--- src/rtl/lcc_pkg.sv ---
// ============================================================================
// lcc_pkg
// Shared types and constants for the level crossing controller: phase codes,
// register indexes, reset values and the bundles passed between modules.
// ============================================================================
package lcc_pkg;

    // Controller phase
    typedef enum logic [1:0] {
        PH_WAIT  = 2'd0,
        PH_CLOSE = 2'd1,
        PH_OPEN  = 2'd2
    } lcc_phase_t;

    // Configuration port geometry
    localparam int CFG_ADDR_W = 8;
    localparam int CFG_DATA_W = 16;

    // Register indexes
    localparam logic [CFG_ADDR_W-1:0] CFG_OPEN_ANGLE  = 8'd0;
    localparam logic [CFG_ADDR_W-1:0] CFG_CLOSE_ANGLE = 8'd1;
    localparam logic [CFG_ADDR_W-1:0] CFG_STEP_TICKS  = 8'd2;
    localparam logic [CFG_ADDR_W-1:0] CFG_BLINK_TICKS = 8'd3;

    // Register reset values
    localparam logic [7:0]  OPEN_ANGLE_RST  = 8'd0;
    localparam logic [7:0]  CLOSE_ANGLE_RST = 8'd90;
    localparam logic [15:0] STEP_TICKS_RST  = 16'd11;
    localparam logic [7:0]  BLINK_TICKS_RST = 8'd250;

    // Configuration bundle
    typedef struct packed {
        logic [7:0]  open_angle;
        logic [7:0]  close_angle;
        logic [15:0] step_ticks;
        logic [7:0]  blink_ticks;
    } lcc_cfg_t;

    // One result item
    typedef struct packed {
        logic [7:0] arm_angle;
        logic       lamp_a;
        logic       lamp_b;
        logic       indicator;
        lcc_phase_t phase;
    } lcc_result_t;

endpackage

--- src/rtl/level_crossing_controller_unit.sv ---
// ============================================================================
// level_crossing_controller_unit
// Level crossing controller: one timer tick per input transfer, one result
// transfer per tick with barrier angle, warning lamps, indicator and phase.
// ============================================================================
//
//  channel  | ports                                   | role
//  ---------+-----------------------------------------+---------------------
//  input    | s_valid s_ready s_track_one_busy        | one tick, track flags
//           | s_track_two_busy                        |
//  result   | m_valid m_ready m_arm_angle m_lamp_a    | state after the tick
//           | m_lamp_b m_indicator m_phase            |
//  config   | cfg_valid cfg_ready cfg_addr cfg_data   | register writes
//
//  One tick per cycle while the result port is not stalled; each tick passes
//  through the input register, then the controller logic into the result
//  register.
//  The controller state advances as a tick moves from the input register
//  into the result register, so a stalled result port holds back the state.
//  Reset (aresetn low, synchronous) loads register defaults and the waiting
//  phase with the barrier at the default open angle.
//
module level_crossing_controller_unit (
    input  logic                           aclk,
    input  logic                           aresetn,
    // input channel
    input  logic                           s_valid,
    output logic                           s_ready,
    input  logic                           s_track_one_busy,
    input  logic                           s_track_two_busy,
    // result channel
    output logic                           m_valid,
    input  logic                           m_ready,
    output logic [7:0]                     m_arm_angle,
    output logic                           m_lamp_a,
    output logic                           m_lamp_b,
    output logic                           m_indicator,
    output logic [1:0]                     m_phase,
    // configuration channel
    input  logic                           cfg_valid,
    output logic                           cfg_ready,
    input  logic [lcc_pkg::CFG_ADDR_W-1:0] cfg_addr,
    input  logic [lcc_pkg::CFG_DATA_W-1:0] cfg_data
);

    lcc_pkg::lcc_cfg_t    cfg;
    lcc_pkg::lcc_result_t result;

    logic                 in_valid_reg;
    logic                 in_busy_reg;
    logic                 out_valid_reg;
    lcc_pkg::lcc_result_t out_reg;
    logic                 out_free;
    logic                 advance;

    lcc_cfg u_cfg (
        .aclk      (aclk),
        .aresetn   (aresetn),
        .cfg_valid (cfg_valid),
        .cfg_ready (cfg_ready),
        .cfg_addr  (cfg_addr),
        .cfg_data  (cfg_data),
        .cfg       (cfg)
    );

    // Handshake: result slot free when empty or being taken
    assign out_free = !out_valid_reg || m_ready;
    assign advance  = in_valid_reg && out_free;
    assign s_ready  = !in_valid_reg || out_free;

    // Input register
    always_ff @(posedge aclk) begin
        if (!aresetn) begin
            in_valid_reg <= 1'b0;
        end else if (s_ready) begin
            in_valid_reg <= s_valid;
        end
    end

    always_ff @(posedge aclk) begin
        if (s_valid && s_ready) begin
            in_busy_reg <= s_track_one_busy || s_track_two_busy;
        end
    end

    lcc_core u_core (
        .aclk    (aclk),
        .aresetn (aresetn),
        .tick_en (advance),
        .busy    (in_busy_reg),
        .cfg     (cfg),
        .result  (result)
    );

    // Result register
    always_ff @(posedge aclk) begin
        if (!aresetn) begin
            out_valid_reg <= 1'b0;
        end else if (out_free) begin
            out_valid_reg <= in_valid_reg;
        end
    end

    always_ff @(posedge aclk) begin
        if (advance) begin
            out_reg <= result;
        end
    end

    assign m_valid     = out_valid_reg;
    assign m_arm_angle = out_reg.arm_angle;
    assign m_lamp_a    = out_reg.lamp_a;
    assign m_lamp_b    = out_reg.lamp_b;
    assign m_indicator = out_reg.indicator;
    assign m_phase     = out_reg.phase;

endmodule

--- src/rtl/lcc_cfg.sv ---
// ============================================================================
// lcc_cfg
// Configuration register file. Always ready; writes to unknown indexes are
// dropped.
// ============================================================================
module lcc_cfg (
    input  logic                           aclk,
    input  logic                           aresetn,
    input  logic                           cfg_valid,
    output logic                           cfg_ready,
    input  logic [lcc_pkg::CFG_ADDR_W-1:0] cfg_addr,
    input  logic [lcc_pkg::CFG_DATA_W-1:0] cfg_data,
    output lcc_pkg::lcc_cfg_t              cfg
);

    lcc_pkg::lcc_cfg_t cfg_reg;
    lcc_pkg::lcc_cfg_t cfg_next;

    assign cfg_ready = 1'b1;
    assign cfg       = cfg_reg;

    // Register decode
    always_comb begin
        cfg_next = cfg_reg;
        if (cfg_valid) begin
            unique case (cfg_addr)
                lcc_pkg::CFG_OPEN_ANGLE:  cfg_next.open_angle  = cfg_data[7:0];
                lcc_pkg::CFG_CLOSE_ANGLE: cfg_next.close_angle = cfg_data[7:0];
                lcc_pkg::CFG_STEP_TICKS:  cfg_next.step_ticks  = cfg_data;
                lcc_pkg::CFG_BLINK_TICKS: cfg_next.blink_ticks = cfg_data[7:0];
                default: ;
            endcase
        end
    end

    always_ff @(posedge aclk) begin
        if (!aresetn) begin
            cfg_reg.open_angle  <= lcc_pkg::OPEN_ANGLE_RST;
            cfg_reg.close_angle <= lcc_pkg::CLOSE_ANGLE_RST;
            cfg_reg.step_ticks  <= lcc_pkg::STEP_TICKS_RST;
            cfg_reg.blink_ticks <= lcc_pkg::BLINK_TICKS_RST;
        end else begin
            cfg_reg <= cfg_next;
        end
    end

endmodule

--- src/rtl/lcc_core.sv ---
// ============================================================================
// lcc_core
// Phase controller: countdowns, lamp blinking, barrier stepping and phase
// changes for one tick. State moves only when tick_en is high.
// ============================================================================
module lcc_core (
    input  logic                  aclk,
    input  logic                  aresetn,
    input  logic                  tick_en,
    input  logic                  busy,
    input  lcc_pkg::lcc_cfg_t     cfg,
    output lcc_pkg::lcc_result_t  result
);

    lcc_pkg::lcc_phase_t phase_reg, phase_next;
    logic                entry_reg, entry_next;
    logic [7:0]          angle_reg, angle_next;
    logic [7:0]          blink_reg, blink_next;
    logic [15:0]         step_reg, step_next;
    logic                lamp_a_reg, lamp_a_next;
    logic                lamp_b_reg, lamp_b_next;
    logic                ind_reg, ind_next;

    // State registers
    always_ff @(posedge aclk) begin
        if (!aresetn) begin
            phase_reg  <= lcc_pkg::PH_WAIT;
            entry_reg  <= 1'b1;
            angle_reg  <= lcc_pkg::OPEN_ANGLE_RST;
            blink_reg  <= '0;
            step_reg   <= '0;
            lamp_a_reg <= 1'b0;
            lamp_b_reg <= 1'b0;
            ind_reg    <= 1'b0;
        end else if (tick_en) begin
            phase_reg  <= phase_next;
            entry_reg  <= entry_next;
            angle_reg  <= angle_next;
            blink_reg  <= blink_next;
            step_reg   <= step_next;
            lamp_a_reg <= lamp_a_next;
            lamp_b_reg <= lamp_b_next;
            ind_reg    <= ind_next;
        end
    end

    // Next state for one tick
    always_comb begin
        // countdowns saturate at zero
        blink_next  = (blink_reg != '0) ? blink_reg - 8'd1 : blink_reg;
        step_next   = (step_reg != '0) ? step_reg - 16'd1 : step_reg;
        phase_next  = phase_reg;
        entry_next  = 1'b0;
        angle_next  = angle_reg;
        lamp_a_next = lamp_a_reg;
        lamp_b_next = lamp_b_reg;
        ind_next    = ind_reg;

        unique case (phase_reg)
            lcc_pkg::PH_CLOSE: begin
                if (entry_reg) begin
                    ind_next = 1'b1;
                end
                if (blink_next == '0) begin
                    blink_next  = cfg.blink_ticks;
                    lamp_b_next = lamp_a_reg;
                    lamp_a_next = !lamp_a_reg;
                end
                // barrier rises toward the closed angle
                if (step_next == '0) begin
                    step_next = cfg.step_ticks;
                    if (angle_reg < cfg.close_angle) begin
                        angle_next = angle_reg + 8'd1;
                    end
                end
                if (!busy) begin
                    phase_next = lcc_pkg::PH_OPEN;
                    entry_next = 1'b1;
                end
            end
            lcc_pkg::PH_OPEN: begin
                if (blink_next == '0) begin
                    blink_next  = cfg.blink_ticks;
                    lamp_b_next = lamp_a_reg;
                    lamp_a_next = !lamp_a_reg;
                end
                // barrier falls toward the open angle
                if (step_next == '0) begin
                    step_next = cfg.step_ticks;
                    if (angle_reg > cfg.open_angle) begin
                        angle_next = angle_reg - 8'd1;
                    end
                end
                // phase ends once open, or when a train shows up again
                if (angle_next == cfg.open_angle || busy) begin
                    ind_next    = 1'b0;
                    lamp_a_next = 1'b0;
                    lamp_b_next = 1'b0;
                    entry_next  = 1'b1;
                    phase_next  = (angle_next == cfg.open_angle) ? lcc_pkg::PH_WAIT
                                                                 : lcc_pkg::PH_CLOSE;
                end
            end
            default: begin
                // waiting, and the unused code acts the same
                phase_next = lcc_pkg::PH_WAIT;
                if (busy) begin
                    phase_next = lcc_pkg::PH_CLOSE;
                    entry_next = 1'b1;
                end
            end
        endcase

        result.arm_angle = angle_next;
        result.lamp_a    = lamp_a_next;
        result.lamp_b    = lamp_b_next;
        result.indicator = ind_next;
        result.phase     = phase_next;
    end

endmodule

--- config.mk ---
export PLATFORM = sky130hd
export DESIGN_NAME = level_crossing_controller_unit
export DESIGN_NICKNAME = d
export VERILOG_FILES = /design/src/rtl/lcc_pkg.sv /design/src/rtl/level_crossing_controller_unit.sv /design/src/rtl/lcc_cfg.sv /design/src/rtl/lcc_core.sv
export SDC_FILE = /design/constraint.sdc
export NUM_CORES = 1
export LEC_CHECK = 0
export ABC_AREA = 1
export BUFFER_PORTS_ARGS = -buffer_cell sky130_fd_sc_hd__buf_2
export CORE_ASPECT_RATIO = 1.1
export CORE_MARGIN = 4
export CORE_UTILIZATION = 43
export CTS_CLUSTER_SIZE = 12
export DETAILED_ROUTE_END_ITERATION = 12
export PLACE_DENSITY_LB_ADDON = 0.15
export SETUP_SLACK_MARGIN = 0.5
export SKIP_LAST_GASP = 1
export SLEW_MARGIN = 10
export SYNTH_ARGS = -nofsm -noshare
export SYNTH_HDL_FRONTEND = slang
export SYNTH_SLANG_ARGS = --single-unit
--- constraint.sdc ---
create_clock -name aclk -period 5.8 [get_ports aclk]
set_input_delay 1.74 -clock aclk [delete_from_list [all_inputs] [get_ports aclk]]
set_output_delay 1.74 -clock aclk [all_outputs]
set_load 0.05 [all_outputs]
==> metrics.md <==
| Metric | Value |
|---|---|
| Outcome | `finished, final reports clean` |
| Most frequent cells in the layout | `199 x nand2_1, 81 x inv_1, 80 x dfxtp_1, 73 x a21oi_1, 72 x nor2_1` |
| Slew Viols, Final | `0` |
| Pin count of the biggest net entering global routing | `39` |
| Seq/Total Area, Yosys | `34.67%` |
| Crit-path leading delay family | `buffers and inverters` |
| Unrepaired setup endpoints after global routing | `no` |
| Worst-Margin Slew | `1.040 ns` |
| H-tree levels | `3` |
| Area grow syn2layout | `10.36%` |
| Pre-CTS setup slack | `1.844 ns` |
| Max Cap Viol | `0` |
| Rows | `44` |
| Largest area contributor in the synthesized netlist | `dfxtp_1` |
| Critical path startpoint | `m_ready` |
| DP Cell Count | `1,038` |
| Crit path DAT | `2.22 ns` |
| FF-to-FF Start | `u_core.step_reg[0]$_SDFFE_PN0P_` |
| Setup violations, final | `0` |
| Initial antenna violation count | `0` |
| Global route overflow | `0` |
| Drt first-iter violations | `377` |
| Cts bufs inserted | `9` |
| Antenna fix cells | `0` |
| Vias in the first global route | `5,147` |
| # DRC | `0` |
| Commonest non-fill, non-tap cell in the layout | `nand2_1` |
| Pwr Total | `0.003394 W` |
| Clock Power Share | `17.5%` |
| Clk Latency, worst-skew pair | `0.35 ns` |
| Die Y | `130.1 µm` |
| Post-synth EDFFs | `14` |
| Non-filler instance count after layout | `1,054` |
| Highest Clock Rate | `0.2526 GHz` |
| Crit Path Category | `in2out` |
| Tcrit/Tclk final | `68.26%` |
| Final hold violations | `0` |
| Die area | `0.01549 mm²` |
| Footprint of the multi-input gates | `0.003312 mm²` |
| Comb power frac | `58.8%` |
| Wire per inst | `14.72 µm` |
| Initial core utilization | `43.96%` |
| Largest register FFs | `40` |
| Hold_sp | `u_cfg.cfg[24]$_SDFFE_PN0P_` |
| # IOs | `47` |
| Post-Syn Nets | `893` |
| Max-slew headroom | `30.50%` |
| Syn. warnings | `0` |
| # fillers | `1,329` |
| CTS hold repair buffers | `0` |
| Final #Nets | `918` |
| P_int | `0.001641 W` |
| Worst Hold Class | `reg2reg` |
| Pwr dens | `527.3 mW/mm²` |
| Library cells used by synthesis | `43` |
| Critical path startpoint category | `input pin` |
| Psw | `0.001753 W` |
| First-pass GRT wire length | `24,880 µm` |
| Register area | `0.002022 mm²` |
| Clock sink total | `94` |
| GRT Overall Usage | `19.99%` |
| Clock Skews | `0.01015 ns` |
| PostCTS Resize Cnt | `0` |
| Post-synth top area share | `27.46%` |
| Synthesis-stage register bit count | `94` |
| Via density | `5.296` |
| Mapped Cells | `840` |
| Leak | `2.990 nW` |
| Synthesized area | `0.005832 mm²` |
| Ys async rst share | `0%` |
| Max stage delay on crit path | `0.27 ns` |
| CTS tree | `yes` |
| Core footprint | `0.01327 mm²` |
| Setup TNS | `0 ns` |
| Setup bufs post-CTS | `0` |
| Worst Path Buf+Inv | `3` |
| I/O Buffers | `45` |
| TritonRoute pass-1 iters | `5` |
| Crit-path max FO | `3` |
| Seq pwr share | `23.7%` |
| Final worst slack | `1.841 ns` |
| Share of cells above drive strength 1 | `12.87%` |
| Clk slew on worst S/H paths | `0.07 ns` |
| Worst VDD drop | `0.6283 mV` |
| GP Congestion | `0.9159` |
| Clock buffer depth | `2` |
| Slowest-stage cell, CP | `buf_2` |
| Post-route ant nets | `0` |
| Crit. End Element | `primary output` |
| Final wirelength | `15,510 µm` |
| Top_reg_cell synth | `dfxtp_1` |
| Vias | `5,582` |
| Die width | `119.0 µm` |
| Largest cells by area after synthesis | `dfxtp_1 27%, nand2_1 13%, edfxtp_1 7.2%` |
| DP HPWL | `11,580 µm` |
| Worst endpoint required time | `4.06 ns` |
| Sw frac | `51.64%` |
| Syn Area/Cell | `6.943 µm²` |
| Worst path most repeated cell | `buf_2` |
| Crit-path cells | `buf_2, inv_1, nand3_1, buf_2` |
| Minimum clock period after layout | `3.959 ns` |
| Root Buffer | `clkbuf_16` |
worst paths after layout:
kind	end	slack (ns)	depth (start not counted)
hold / removal	u_cfg.cfg[24]$_SDFFE_PN0P_	0.45	2
setup / recovery	s_ready	1.84	4
hold reg to reg	u_cfg.cfg[24]$_SDFFE_PN0P_	0.45	2
setup reg to reg	m_lamp_a$_DFFE_PP_	2.22	19
final cells by class:
type | count | share of cell area (%)
Clock buffer | 12 | 4.160
Clock inverter | 4 | 0.4082
Multi-Input combinational cell | 624 | 51.46
Sequential cell | 94 | 31.42
Timing Repair Buffer | 48 | 3.849
Inverter | 88 | 5.132
Tap cell | 184 | 3.577
routing by layer:
metal	GRT usage (%)	wire length [µm]
met1	22.71	6462
met2	37.55	8100
met3	3.294	644
met4	7.703	303
met5	0	0
power groups by stage:
stage / Clock (W) / Sequential, W / Combinational, W
final: 0.000594 / 0.000804 / 0.00200
after floorplan: 0 / 0.000817 / 0.00166
after global placement: 0 / 0.000816 / 0.00194
after global routing: 0.000634 / 0.000812 / 0.00222
after CTS: 0.000607 / 0.000802 / 0.00198
after detailed placement: 0 / 0.000817 / 0.00197
Yosys cell counts, types with 4 or more instances:
cell      count
nor2_2       10
o21ai_0      69
clkinv_1      4
clkbuf_1     24
edfxtp_1     14
xor2_1       16
o211ai_1     15
nand4_1      18
nand3_2       6
nand2_1     199
a21oi_1      73
nor2_1       72
ha_1         22
nand2_4       9
a31oi_1      14
nand3_1      49
nor2_4        5
nand3b_1      6
nand2_2       8
a211oi_1      7
dfxtp_1      80
nor3_1        6
inv_1        81
tightest hold or removal path, delay by kind of cell, from the launching register on:
kind	cells	cell delay (ns)
buf+inv	1	0.05
compound gates	1	0.05
flops	1	0.31
per-stage QoR:
step / hold slack [ns] / area, µm² / utilization (%)
floorplan: 0.4203 / 5832 / -
global placement: 0.4441 / 6142 / 46.29
detailed placement: 0.4441 / 6142 / 46.29
CTS: 0.4550 / 6436 / 48.51
global route: 0.4867 / 6436 / 48.51
finish: 0.4539 / 6436 / 48.51
cell families after synthesis:
logic type	count (synthesis)	share of synthesized area, %
adders and majority gates	22	4.720
AOI/OAI and AO/OA	186	17.59
other	1	0.06430
DFF	94	34.67
buffers and inverters	122	8.539
and+or+nand+nor	398	31.86
xor gates and xnor gates	17	2.553
Power figures use the tool's default switching activity.
